<file path="src/sv/ibd_pkg.sv">
// Shared constants, types and helpers of the image box downsampler.
package ibd_pkg;

    localparam int IMAGE_SIZE = 512;
    localparam int COL_W      = $clog2(IMAGE_SIZE);
    localparam int IDX_W      = $clog2(COL_W);
    localparam int CNT_W      = 6;
    localparam int SCALE_W    = 7;
    localparam int MAX_SCALE  = 64;
    localparam int NUM_CH     = 3;
    localparam int CH_W       = 8;
    localparam int SUM_W      = 20;
    localparam int DIV_W      = 13;
    localparam int D_W        = DIV_W + CH_W;
    localparam int STEP_W     = $clog2(CH_W + 1);
    localparam int CFG_IDX_W  = 8;
    localparam int CFG_DATA_W = 8;

    localparam logic [CFG_IDX_W-1:0] REG_BLOCK_SCALE  = CFG_IDX_W'(0);
    localparam logic [CFG_IDX_W-1:0] REG_AVERAGE_MODE = CFG_IDX_W'(1);

    localparam logic [COL_W-1:0] LAST_POS = COL_W'(IMAGE_SIZE - 1);
    localparam logic [SUM_W-1:0] SUM_MAX  = '1;

    typedef logic [NUM_CH-1:0][CH_W-1:0]  pix_t;
    typedef logic [NUM_CH-1:0][SUM_W-1:0] sums_t;

    typedef struct packed {
        logic [COL_W-1:0] bx;
        logic             first;
        logic             last;
        logic             frame_end;
    } pos_t;

    typedef enum logic [1:0] {
        DIV_IDLE,
        DIV_RUN,
        DIV_DONE
    } div_state_t;

    function automatic logic [SUM_W-1:0] sat_add(input logic [SUM_W-1:0] a,
                                                 input logic [CH_W-1:0]  b);
        logic [SUM_W:0] t;
        t = {1'b0, a} + {{(SUM_W + 1 - CH_W){1'b0}}, b};
        return t[SUM_W] ? SUM_MAX : t[SUM_W-1:0];
    endfunction

endpackage

</file>
<file path="src/sv/ibd_divider.sv">
// Block sum divider with saturation and the output word register.
module ibd_divider (
    input  logic                      clk,
    input  logic                      rst_n,
    input  logic                      req_valid,
    input  ibd_pkg::sums_t            req_sum,
    input  logic [ibd_pkg::DIV_W-1:0] req_div,
    input  logic                      req_div_one,
    input  logic                      req_frame_end,
    output logic                      free,
    output logic                      out_tvalid,
    input  logic                      out_tready,
    output logic [23:0]               out_tdata,
    output logic                      out_tlast
);

    localparam logic [ibd_pkg::STEP_W-1:0] SAT_STEP = ibd_pkg::STEP_W'(ibd_pkg::CH_W);

    ibd_pkg::div_state_t             state_reg, state_next;
    ibd_pkg::sums_t                  rem_reg;
    ibd_pkg::pix_t                   q_reg;
    logic [ibd_pkg::NUM_CH-1:0]      sat_reg;
    logic [ibd_pkg::NUM_CH-1:0]      ge;
    logic [ibd_pkg::D_W-1:0]         d_reg;
    logic [ibd_pkg::STEP_W-1:0]      step_reg;
    logic                            fe_reg;
    ibd_pkg::pix_t                   out_pix;

    always_comb
    begin
        for (int c = 0; c < ibd_pkg::NUM_CH; c++)
        begin
            ge[c]      = ({1'b0, rem_reg[c]} >= d_reg);
            out_pix[c] = sat_reg[c] ? '1 : q_reg[c];
        end
    end

    always_comb
    begin
        state_next = state_reg;
        unique case (state_reg)
            ibd_pkg::DIV_IDLE:
            begin
                if (req_valid)
                begin
                    state_next = req_div_one ? ibd_pkg::DIV_DONE : ibd_pkg::DIV_RUN;
                end
            end
            ibd_pkg::DIV_RUN:
            begin
                if (step_reg == '0)
                begin
                    state_next = ibd_pkg::DIV_DONE;
                end
            end
            ibd_pkg::DIV_DONE:
            begin
                if (out_tready)
                begin
                    state_next = ibd_pkg::DIV_IDLE;
                end
            end
            default:
            begin
                state_next = ibd_pkg::DIV_IDLE;
            end
        endcase
    end

    always_comb
    begin
        out_tvalid = (state_reg == ibd_pkg::DIV_DONE);
        free       = (state_reg == ibd_pkg::DIV_IDLE) ||
                     ((state_reg == ibd_pkg::DIV_DONE) && out_tready);
    end

    assign out_tdata = out_pix;
    assign out_tlast = fe_reg;

    always_ff @(posedge clk or negedge rst_n)
    begin
        if (!rst_n)
        begin
            state_reg <= ibd_pkg::DIV_IDLE;
        end
        else
        begin
            state_reg <= state_next;
        end
    end

    always_ff @(posedge clk)
    begin
        if ((state_reg == ibd_pkg::DIV_IDLE) && req_valid)
        begin
            fe_reg   <= req_frame_end;
            d_reg    <= {req_div, {ibd_pkg::CH_W{1'b0}}};
            step_reg <= SAT_STEP;
            for (int c = 0; c < ibd_pkg::NUM_CH; c++)
            begin
                rem_reg[c] <= req_sum[c];
                q_reg[c]   <= req_sum[c][ibd_pkg::CH_W-1:0];
                sat_reg[c] <= (req_sum[c][ibd_pkg::SUM_W-1:ibd_pkg::CH_W] != '0);
            end
        end
        else if (state_reg == ibd_pkg::DIV_RUN)
        begin
            d_reg    <= d_reg >> 1;
            step_reg <= step_reg - 1'b1;
            for (int c = 0; c < ibd_pkg::NUM_CH; c++)
            begin
                if (step_reg == SAT_STEP)
                begin
                    sat_reg[c] <= ge[c];
                end
                else
                begin
                    if (ge[c])
                    begin
                        rem_reg[c] <= rem_reg[c] - d_reg[ibd_pkg::SUM_W-1:0];
                    end
                    q_reg[c] <= {q_reg[c][ibd_pkg::CH_W-2:0], ge[c]};
                end
            end
        end
    end

endmodule

</file>
<file path="config.mk">
export PLATFORM = sky130hd
export DESIGN_NAME = ibd_divider
export DESIGN_NICKNAME = d
export VERILOG_FILES = /design/src/sv/ibd_pkg.sv /design/src/sv/ibd_divider.sv
export SDC_FILE = /design/constraint.sdc
export NUM_CORES = 1
export LEC_CHECK = 0
export BUFFER_PORTS_ARGS = -buffer_cell sky130_fd_sc_hd__buf_2
export CAP_MARGIN = 20
export CORE_ASPECT_RATIO = 0.6
export CORE_UTILIZATION = 40
export DETAILED_ROUTE_END_ITERATION = 10
export PLACE_DENSITY_LB_ADDON = 0.05
export SYNTH_ARGS = -nofsm -noshare
export SYNTH_HDL_FRONTEND = slang
export SYNTH_SLANG_ARGS = --single-unit
</file>
<file path="constraint.sdc">
create_clock -name clk -period 4 [get_ports clk]
set_input_delay 0.8 -clock clk [delete_from_list [all_inputs] [get_ports clk]]
set_output_delay 0.8 -clock clk [all_outputs]
set_load 0.05 [all_outputs]
</file>
==> summary.txt <==
Place
  • Port Buffers: 105
  • RD Place Congestion: 0.907
  • Placed Instances: 1238
  • Pre-CTS setup slack: 0.975 ns
  • Hpwl dp: 17100 microns

Global route
  • Number of global-route vias before repair: 6262
  • Initial antenna violation count: 0
  • GR Overflow Total: 0
  • First-pass GRT wire length: 34300 microns
  • Largest net degree at the start of global routing: 58
  • GRT Total Usage: 21.9%

Route
  • WL/cell: 17.4 microns
  • # DRC: 0
  • Routed Antenna Nets: 0
  • Via/cell ratio: 5.43
  • DRT Wirelength: 22100 microns
  • TritonRoute pass-1 iters: 5
  • Via count: 6903
  • DRT iter0 DRCs: 619

Layout
  • Final std cells w/o fill: 1271
  • # fillers: 1916
  • Area grow syn2layout: 16.5%
  • Final #Nets: 1134
  • Share of layout cells above drive strength 1: 18.4%
  • Largest register FFs: 60

Timing
  • Final Critical Period: 3.06 ns
  • Fin Setup TNS: 0 ns
  • Final setup viols: 0
  • Tcrit/Tclk final: 76.4%
  • Final WS setup: 0.944 ns
  • RSZ-0062 raised after global routing: false
  • Hold Vio Cnt, Final: 0
  • WHS: 0.152 ns
  • Clock Skews: 0.00818 ns
  • Relative slew slack: 44.9%
  • Pins Over Slew Limit: 0
  • Worst-margin pin slew: 0.818 ns
  • Fmax: 327 MHz

Floorplan
  • CORE AREA: 19400 sq um
  • Boundary Pins: 106
  • Die width: 186 microns
  • Die height: 112 microns
  • Initial Util: 41.6%
  • Die ar.: 20800 sq um
  • # rows: 39

Setup path
  • Top cell family by delay on the critical path: compound AO/OA/AOI/OAI gates
  • Crit-path max cell delay: 0.53 ns
  • Crit Path Class: flip-flop to flip-flop
  • Critical path, cell by cell: inv_1 -> ha_1 -> nor2b_1 -> o21bai_1 -> a31oi_1 -> a31oi_1 -> o21ai_0 -> a211oi_2 -> nor2_1 -> buf_4
  • Crit. End Element: flip-flop
  • Worst Path Max Fanout: 12
  • Buf/Inv on CP: 2
  • CP startpoint kind: flip-flop
  • Req. time, crit path: 4.12 ns
  • Most frequent CP cell: a31oi_1
  • CP arrival: 3.17 ns
  • Crit-path slowest cell: dfxtp_1

Clocking
  • Setup bufs post-CTS: 0
  • Cts hold-fix bufs: 0
  • Clock Tree Root: clkbuf_16
  • CTS tree: built
  • # resized after CTS: 0
  • Num CTS Buffers: 17
  • Number of H-tree levels: 4
  • Max Root-Sink Buffers: 2
  • Clock latency on the worst-skew pair: 0.42 ns
  • Num Clock Sinks: 115
  • Clock transition at path regs: 0.06 ns

Synthesis
  • Post-synthesis sequential area ratio: 41.1%
  • Top FF cell, synth: edfxtp_1
  • Post-synthesis async set-or-reset flop share: 1.74%
  • Number of synthesized flops with an enable pin: 101
  • Syn Nets: 1039
  • Mean Syn Cell Area: 9.02 sq um
  • FF+latch count, synth: 115
  • Cells after Synth: 896
  • Post-Syn Area: 8080 sq um
  • Yosys cell types: 67
  • Yosys warns: 0

Worst hold path
  • Hold Crit Class: input pin to asynchronous set/reset pin

Flow run
  • Max_cap viols: 0

Outcome
  • Status: complete, no violations
[path summary, 6_finish.rpt]
kind                            slack, ns                      from  cells past startpoint                        to
worst max-delay path                 0.94     d_reg[1]$_SDFFE_PP0P_                     10      rem_reg[8]$_DFFE_PP_
worst min-delay path                 0.15                     rst_n                      1  state_reg[0]$_DFFE_PN0P_
worst max register to register       0.94     d_reg[1]$_SDFFE_PP0P_                     10      rem_reg[8]$_DFFE_PP_
worst min register to register       0.46  state_reg[1]$_DFFE_PN0P_                      1  state_reg[0]$_DFFE_PN0P_
max in group asynchronous            3.76                     rst_n                      1  state_reg[1]$_DFFE_PN0P_
min in group clk                     0.46  state_reg[1]$_DFFE_PN0P_                      1  state_reg[0]$_DFFE_PN0P_
[cells in the mapped netlist, drive strengths merged, types with 5 or more instances]
| master | count | share of area (%) |
|---|---|---|
| a21oi | 80 | 5.0 |
| nor2 | 67 | 3.1 |
| nor2b | 10 | 0.77 |
| xnor2 | 28 | 3.0 |
| ha | 61 | 9.4 |
| nand3 | 17 | 1.1 |
| dfxtp | 12 | 3.0 |
| a31oi | 12 | 0.93 |
| nor3 | 7 | 0.43 |
| clkbuf | 33 | 2.3 |
| nand4 | 16 | 1.2 |
| o21bai | 9 | 0.84 |
| xor2 | 15 | 1.6 |
| buf | 9 | 0.50 |
| o221ai | 6 | 0.65 |
| o211ai | 9 | 0.84 |
| o31ai | 5 | 0.46 |
| inv | 47 | 2.2 |
| nand2b | 7 | 0.54 |
| o21ai | 68 | 4.3 |
| a21o | 26 | 2.4 |
| nor4 | 13 | 1.0 |
| or2 | 24 | 1.9 |
| nand2 | 136 | 6.3 |
| edfxtp | 101 | 38 |
| and3 | 10 | 0.91 |
| a211oi | 9 | 0.90 |
[through the flow]
step / cell area [sq um] / utilization [%]
floorplan: 8080 / -
detailed placement: 8820 / 45.4
finish: 9420 / 48.5
CTS: 9410 / 48.5
global placement: 8820 / 45.4
global route: 9410 / 48.5
[layer usage]
metal	share of wire, %	track usage [%]
met2	40	29.8
met3	5.9	4.77
met5	0	0
met1	53	34.4
met4	0.99	5.52
[cells by family (layout without fill, tap and decap cells)]
family	after synthesis	after routing	synth area share, %
AO/OA/AOI/OAI	255	255	19.5
XOR/XNOR	43	43	4.66
adder cells (fa/ha/maj)	64	64	10.2
buffers and inverters	90	198	5.14
flip-flops	115	115	41.1
multiplexers	1	1	0.124
other	0	1	0
AND/OR/NAND/NOR	328	328	19.3
[layout by cell type (no fill, tap or decap), drive strengths merged, types with 5 or more instances in the layout]
cell type and instances:
xor2 15, ha 61, a21oi 80, or2 24, nor4 13, o21bai 9
dfxtp 12, xnor2 28, nand4 16, a31oi 12, buf 119, inv 50
edfxtp 101, and3 10, o31ai 5, clkinv 7, nor3 7, a21o 26
nor2 67, nand2 136, nand3 17, o211ai 9, o221ai 6, nor2b 10
o21ai 68, nand2b 7, a211oi 9, clkbuf 18
[layout make-up]
class                   count  area [sq um]  share of cell area, %
flip-flops and latches    115          3320                   35.3
inverters                  47           178                   1.89
diodes                      1          2.50                 0.0266
repair buffers            119           643                   6.83
clock inverters            14           153                   1.62
multi-input cells         691          4350                   46.1
clock buffers              18           439                   4.66
well taps                 266           333                   3.53
Power is left out: the tool's default activity adds up to more than one toggle a clock period on the data nets, which glitch-free logic cannot reach.
