`src/sv/ibd_pkg.sv`:
```
// Shared constants, types and helpers of the image box downsampler.
package ibd_pkg;

    localparam int IMAGE_SIZE = 512;
    localparam int COL_W      = $clog2(IMAGE_SIZE);
    localparam int IDX_W      = $clog2(COL_W);
    localparam int CNT_W      = 6;
    localparam int SCALE_W    = 7;
    localparam int MAX_SCALE  = 64;
    localparam int NUM_CH     = 3;
    localparam int CH_W       = 8;
    localparam int SUM_W      = 20;
    localparam int DIV_W      = 13;
    localparam int D_W        = DIV_W + CH_W;
    localparam int STEP_W     = $clog2(CH_W + 1);
    localparam int CFG_IDX_W  = 8;
    localparam int CFG_DATA_W = 8;

    localparam logic [CFG_IDX_W-1:0] REG_BLOCK_SCALE  = CFG_IDX_W'(0);
    localparam logic [CFG_IDX_W-1:0] REG_AVERAGE_MODE = CFG_IDX_W'(1);

    localparam logic [COL_W-1:0] LAST_POS = COL_W'(IMAGE_SIZE - 1);
    localparam logic [SUM_W-1:0] SUM_MAX  = '1;

    typedef logic [NUM_CH-1:0][CH_W-1:0]  pix_t;
    typedef logic [NUM_CH-1:0][SUM_W-1:0] sums_t;

    typedef struct packed {
        logic [COL_W-1:0] bx;
        logic             first;
        logic             last;
        logic             frame_end;
    } pos_t;

    typedef enum logic [1:0] {
        DIV_IDLE,
        DIV_RUN,
        DIV_DONE
    } div_state_t;

    function automatic logic [SUM_W-1:0] sat_add(input logic [SUM_W-1:0] a,
                                                 input logic [CH_W-1:0]  b);
        logic [SUM_W:0] t;
        t = {1'b0, a} + {{(SUM_W + 1 - CH_W){1'b0}}, b};
        return t[SUM_W] ? SUM_MAX : t[SUM_W-1:0];
    endfunction

endpackage

```
`src/sv/ibd_position.sv`:
```
// Raster position counters and block column tracker with divide-on-rescale.
module ibd_position (
    input  logic                        clk,
    input  logic                        rst_n,
    input  logic [ibd_pkg::SCALE_W-1:0] scale,
    input  logic                        rescale,
    input  logic                        advance,
    output ibd_pkg::pos_t               pos,
    output logic                        busy
);

    logic [ibd_pkg::COL_W-1:0] col_reg, col_next;
    logic [ibd_pkg::COL_W-1:0] row_reg, row_next;
    logic [ibd_pkg::CNT_W-1:0] cib_reg, cib_next;
    logic [ibd_pkg::CNT_W-1:0] rib_reg, rib_next;
    logic [ibd_pkg::COL_W-1:0] bx_reg, bx_next;
    logic [ibd_pkg::CNT_W-1:0] rem_reg, rem_next;
    logic [ibd_pkg::IDX_W-1:0] idx_reg, idx_next;
    logic                      busy_reg, busy_next;

    logic [ibd_pkg::CNT_W:0]   cib_inc, rib_inc, rem_inc, trial;
    logic                      last_col, last_row, trial_ge;

    assign cib_inc  = {1'b0, cib_reg} + 1'b1;
    assign rib_inc  = {1'b0, rib_reg} + 1'b1;
    assign rem_inc  = {1'b0, rem_reg} + 1'b1;
    assign trial    = {rem_reg, col_reg[idx_reg]};
    assign trial_ge = (trial >= scale);

    assign last_col = (cib_inc >= scale) || (col_reg == ibd_pkg::LAST_POS);
    assign last_row = (rib_inc >= scale) || (row_reg == ibd_pkg::LAST_POS);

    assign pos.bx        = bx_reg;
    assign pos.first     = (cib_reg == '0) && (rib_reg == '0);
    assign pos.last      = last_col && last_row;
    assign pos.frame_end = (col_reg == ibd_pkg::LAST_POS) && (row_reg == ibd_pkg::LAST_POS);
    assign busy          = busy_reg;

    always_comb
    begin
        col_next  = col_reg;
        row_next  = row_reg;
        cib_next  = cib_reg;
        rib_next  = rib_reg;
        bx_next   = bx_reg;
        rem_next  = rem_reg;
        idx_next  = idx_reg;
        busy_next = busy_reg;
        priority if (rescale)
        begin
            busy_next = 1'b1;
            bx_next   = '0;
            rem_next  = '0;
            idx_next  = ibd_pkg::IDX_W'(ibd_pkg::COL_W - 1);
        end
        else if (busy_reg)
        begin
            bx_next  = {bx_reg[ibd_pkg::COL_W-2:0], trial_ge};
            rem_next = trial_ge ? ibd_pkg::CNT_W'(trial - scale) : trial[ibd_pkg::CNT_W-1:0];
            if (idx_reg == '0)
            begin
                busy_next = 1'b0;
            end
            else
            begin
                idx_next = idx_reg - 1'b1;
            end
        end
        else if (advance)
        begin
            if (col_reg == ibd_pkg::LAST_POS)
            begin
                col_next = '0;
                cib_next = '0;
                bx_next  = '0;
                rem_next = '0;
                if (row_reg == ibd_pkg::LAST_POS)
                begin
                    row_next = '0;
                    rib_next = '0;
                end
                else
                begin
                    row_next = row_reg + 1'b1;
                    rib_next = (rib_inc >= scale) ? '0 : rib_inc[ibd_pkg::CNT_W-1:0];
                end
            end
            else
            begin
                col_next = col_reg + 1'b1;
                cib_next = (cib_inc >= scale) ? '0 : cib_inc[ibd_pkg::CNT_W-1:0];
                if (rem_inc >= scale)
                begin
                    rem_next = '0;
                    bx_next  = bx_reg + 1'b1;
                end
                else
                begin
                    rem_next = rem_inc[ibd_pkg::CNT_W-1:0];
                end
            end
        end
        else
        begin
        end
    end

    always_ff @(posedge clk or negedge rst_n)
    begin
        if (!rst_n)
        begin
            col_reg  <= '0;
            row_reg  <= '0;
            cib_reg  <= '0;
            rib_reg  <= '0;
            bx_reg   <= '0;
            rem_reg  <= '0;
            idx_reg  <= '0;
            busy_reg <= 1'b0;
        end
        else
        begin
            col_reg  <= col_next;
            row_reg  <= row_next;
            cib_reg  <= cib_next;
            rib_reg  <= rib_next;
            bx_reg   <= bx_next;
            rem_reg  <= rem_next;
            idx_reg  <= idx_next;
            busy_reg <= busy_next;
        end
    end

endmodule

```
`config.mk`:
```
export PLATFORM = sky130hd
export DESIGN_NAME = ibd_position
export DESIGN_NICKNAME = d
export VERILOG_FILES = /design/src/sv/ibd_pkg.sv /design/src/sv/ibd_position.sv
export SDC_FILE = /design/constraint.sdc
export NUM_CORES = 1
export LEC_CHECK = 0
export BUFFER_PORTS_ARGS = -buffer_cell sky130_fd_sc_hd__buf_2
export CORE_AREA = 4 4 102 104
export CTS_CLUSTER_DIAMETER = 40
export CTS_CLUSTER_SIZE = 16
export DETAILED_ROUTE_END_ITERATION = 7
export DIE_AREA = 0 0 106 108
export PLACE_DENSITY = 0.58
export SLEW_MARGIN = 30
export SYNTH_ARGS = -nofsm -noshare
export SYNTH_HDL_FRONTEND = slang
export SYNTH_SLANG_ARGS = --single-unit
export TNS_END_PERCENT = 50
```
`constraint.sdc`:
```
create_clock -name clk -period 7.7 [get_ports clk]
set_input_delay 0.385 -clock clk [delete_from_list [all_inputs] [get_ports clk]]
set_output_delay 0.385 -clock clk [all_outputs]
set_load 0.005 [all_outputs]
```
==> metrics.md <==
| Metric | Value |
|---|---|
| Outcome | finished clean |
| Vias post-DR | 3104 |
| Crit path launch type | flip-flop |
| Pin count of the biggest net entering global routing | 48 |
| Cell Rows | 36 |
| Remaining antenna violation count | 0 |
| Top_reg_cell synth | dfrtp_1 |
| PwrDens | 238.1 mW/mm² |
| Filler cells | a little under 1000 |
| Routed len/inst | about 15 µm |
| Yosys cell types | 58 |
| Height of the die | 108 µm |
| Clock sinks | 50 |
| Final setup TNS | 0 ns |
| DIE AREA | between 0.01 and 0.015 mm² |
| Seq cells post-synth | 50 |
| Clk_skew | 0.01631 ns |
| Peak supply drop | ~100 µV |
| Number of flops mapped to enable cells by yosys | 0 |
| Worst slew pin tran | 0.8822 ns |
| Hold Crit Class | input port to async pin |
| IO buf count | 23 |
| Achievable frequency | around 300 MHz |
| Share of cells above drive strength 1 | a little under a tenth |
| Post-DP Area | a little under 0.004 mm² |
| Critical path endpoint category | output port |
| Tcrit/Tclk final | a little over two fifths |
| Mapped cell area | 0.003707 mm² |
| Final #Nets | between 400 and 500 |
| Clk_lat worst skew | 0.31 ns |
| Area grow syn2layout | 9.720% |
| Total CTS buffers | 5 |
| Finished Cell Area | around 0.0041 mm² |
| Gate Count Post-Synth | ~420 |
| HPWL Detailed | slightly above 6000 µm |
| Hold Vio Cnt, Final | 0 |
| Final Wtd Congestion | about 0.79 |
| First-pass GRT wire length | 14930 µm |
| # IOs | 24 |
| Initial cell density of the core | roughly two fifths |
| Root Buffer | clkbuf_8 |
| CTS max path bufs | 2 |
| Vias in the first global route | ~2900 |
| Crit-path max FO | 8 |
| Pre-Repair DR Iteration Count | 4 |
| Synthesized Nets | approximately 470 |
| Slew HR | 41.18% |
| Post-synthesis sequential area ratio | about a third |
| Endpoints failing setup | 0 |
| Syn_area_per_cell | 8.764 µm² |
| DR iter-0 viols | roughly 240 |
| Leakage | 0.002025 µW |
| Worst hold margin | around 0.39 ns |
| Overflow after GRT | 0 |
| Final slew viol count | 0 |
| Yosys warnings | 0 |
| Unrepaired setup endpoints after global routing | false |
| CTS tree | built |
| DRC violations left | 0 |
| Core ar. | between 0.009 and 0.01 mm² |
| Crit path DAT | approximately 2.9 ns |
| # diodes | 0 |
| Die W | around 110 µm |
| Postcts setup bufs | 0 |
| GRT Overall Usage | ~16% |
| Worst setup path class | flip-flop to output port |
| Clock transition at path regs | approximately 0.11 ns |
| H-tree levels | 2 |
| Drt via density | between 5 and 6 |
| Initial antenna violation count | 0 |
| DRT Wirelength | between 8000 and 9000 µm |
| Data required, critical path | 7.32 ns |
| Synth async-reset ratio | between 90% and 100% |
| Number of max-cap violations | 0 |
| Final min period | about 3.3 ns |
==> critical path, stage by stage, from the launching register on <==
cell and delay [ns]:
dfrtp_1 0.44, ha_1 0.28, nand3_1 0.11, xnor2_1 0.24, ha_1 0.29, and4_1 0.19, a2111oi_0 0.42, o21ai_1 0.32
and2_1 0.23, buf_2 0.12
==> cell families (layout without fill, tap and decap cells) <==
group / count (synthesis) / in the layout / share of synthesized area [%]
buf+inv: 37 / 54 / 4.185
compound gates: 99 / 99 / 17.01
simple gates: 162 / 162 / 22.27
flops: 50 / 50 / 33.75
mux: 11 / 11 / 3.409
fa+ha+maj: 40 / 40 / 13.70
xor+xnor: 24 / 24 / 5.670
==> what timing repair did <==
action	4_1_cts	5_1_grt
hold buffers	1	0
endpoints found under the hold margin	3	0
gates resized for setup	0	0
==> where the power goes <==
part	internal (µW)	total (µW)	switching, µW	leakage (µW)
registers	307	393	86.1	0.000659
logic	169	351	182	0.00130
clock network	130	225	94.4	0.0000683
total	606	968	362	0.00202
==> final cells by class <==
class	count	area (µm²)	share of cell area (%)
clock buffer	5	68.82	1.692
clock inverter	3	68.82	1.692
inverter	21	78.83	1.938
multi-input combinational	336	2301	56.57
sequential	50	1251	30.76
tap	133	166.4	4.091
timing repair buffer	25	132.6	3.261
==> cells in the final DEF, fill, tap and decap left out, types with 3 or more instances in the layout <==
cell / instances
a21o_1: 11
a21oi_1: 18
a31oi_1: 3
and2_1: 4
and3_1: 13
and4_1: 5
buf_2: 23
clkbuf_8: 5
dfrtp_1: 50
ha_1: 39
inv_1: 21
mux2_2: 3
mux2i_1: 7
nand2_1: 54
nand2b_1: 6
nand3_1: 14
nand4_1: 6
nor2_1: 29
nor3_1: 5
nor3b_1: 3
nor4_1: 5
nor4b_1: 3
o21a_1: 3
o21ai_0: 32
o21ai_1: 4
o22ai_1: 4
o31ai_1: 3
or3_1: 7
xnor2_1: 12
xor2_1: 12
==> synth_stat cells (all sizes together) (3+ instances only) <==
cell type	number	area, µm²
and2	4	25.02
or3	7	43.79
and4	5	43.79
o21a	3	22.52
nand2	54	202.7
clkbuf	9	33.78
mux2i	7	70.07
nor3b	4	41.29
o22ai	4	25.02
nor2	29	108.9
ha	39	488.0
xnor2	12	105.1
nor4	5	31.28
nor4b	3	26.28
o21ai	36	180.2
a21oi	20	115.1
nor3	5	25.02
dfrtp	50	1251
a31oi	3	18.77
and3	13	81.33
nand2b	6	37.54
a21o	11	82.58
o31ai	3	22.52
xor2	12	105.1
nand4	6	37.54
nand3	14	70.07
mux2	3	33.78
inv	21	78.83
buf	7	42.54
==> worst paths after layout <==
path                                           to  depth (start not counted)              startpoint  slack, ns
max in group asynchronous   bx_reg[4]$_DFFE_PN0P_                          3                   rst_n       6.48
min reg2reg                row_reg[8]$_DFFE_PN0P_                          2  row_reg[8]$_DFFE_PN0P_       0.50
max                                        pos[1]                          9  cib_reg[0]$_DFFE_PN0P_       4.37
max reg2reg                 bx_reg[8]$_DFFE_PN0P_                          9  rem_reg[0]$_DFFE_PN0P_       4.52
min                        rib_reg[2]$_DFFE_PN0P_                          2                   rst_n       0.39
min in group clk           row_reg[8]$_DFFE_PN0P_                          2  row_reg[8]$_DFFE_PN0P_       0.50
==> per-layer routing <==
layer,vias to the layer above,global-route usage [%],routed length [µm]
met2,48,25.36,3928
met5,-,0,0
met4,0,4.255,99
met1,1498,22.71,4316
li1,1552,-,-
met3,6,2.269,259
==> metrics by stage <==
stage,utilization (%),power [µW],setup WS (ns),cells
global route,42.60,1052,4.081,573
floorplan,-,649.3,5.112,423
finish,42.60,968.4,4.375,573
global placement,41.05,737.1,4.675,564
detailed placement,41.05,745.0,4.558,564
CTS,42.60,976.0,4.400,573
(Power assumes the default switching activity.)
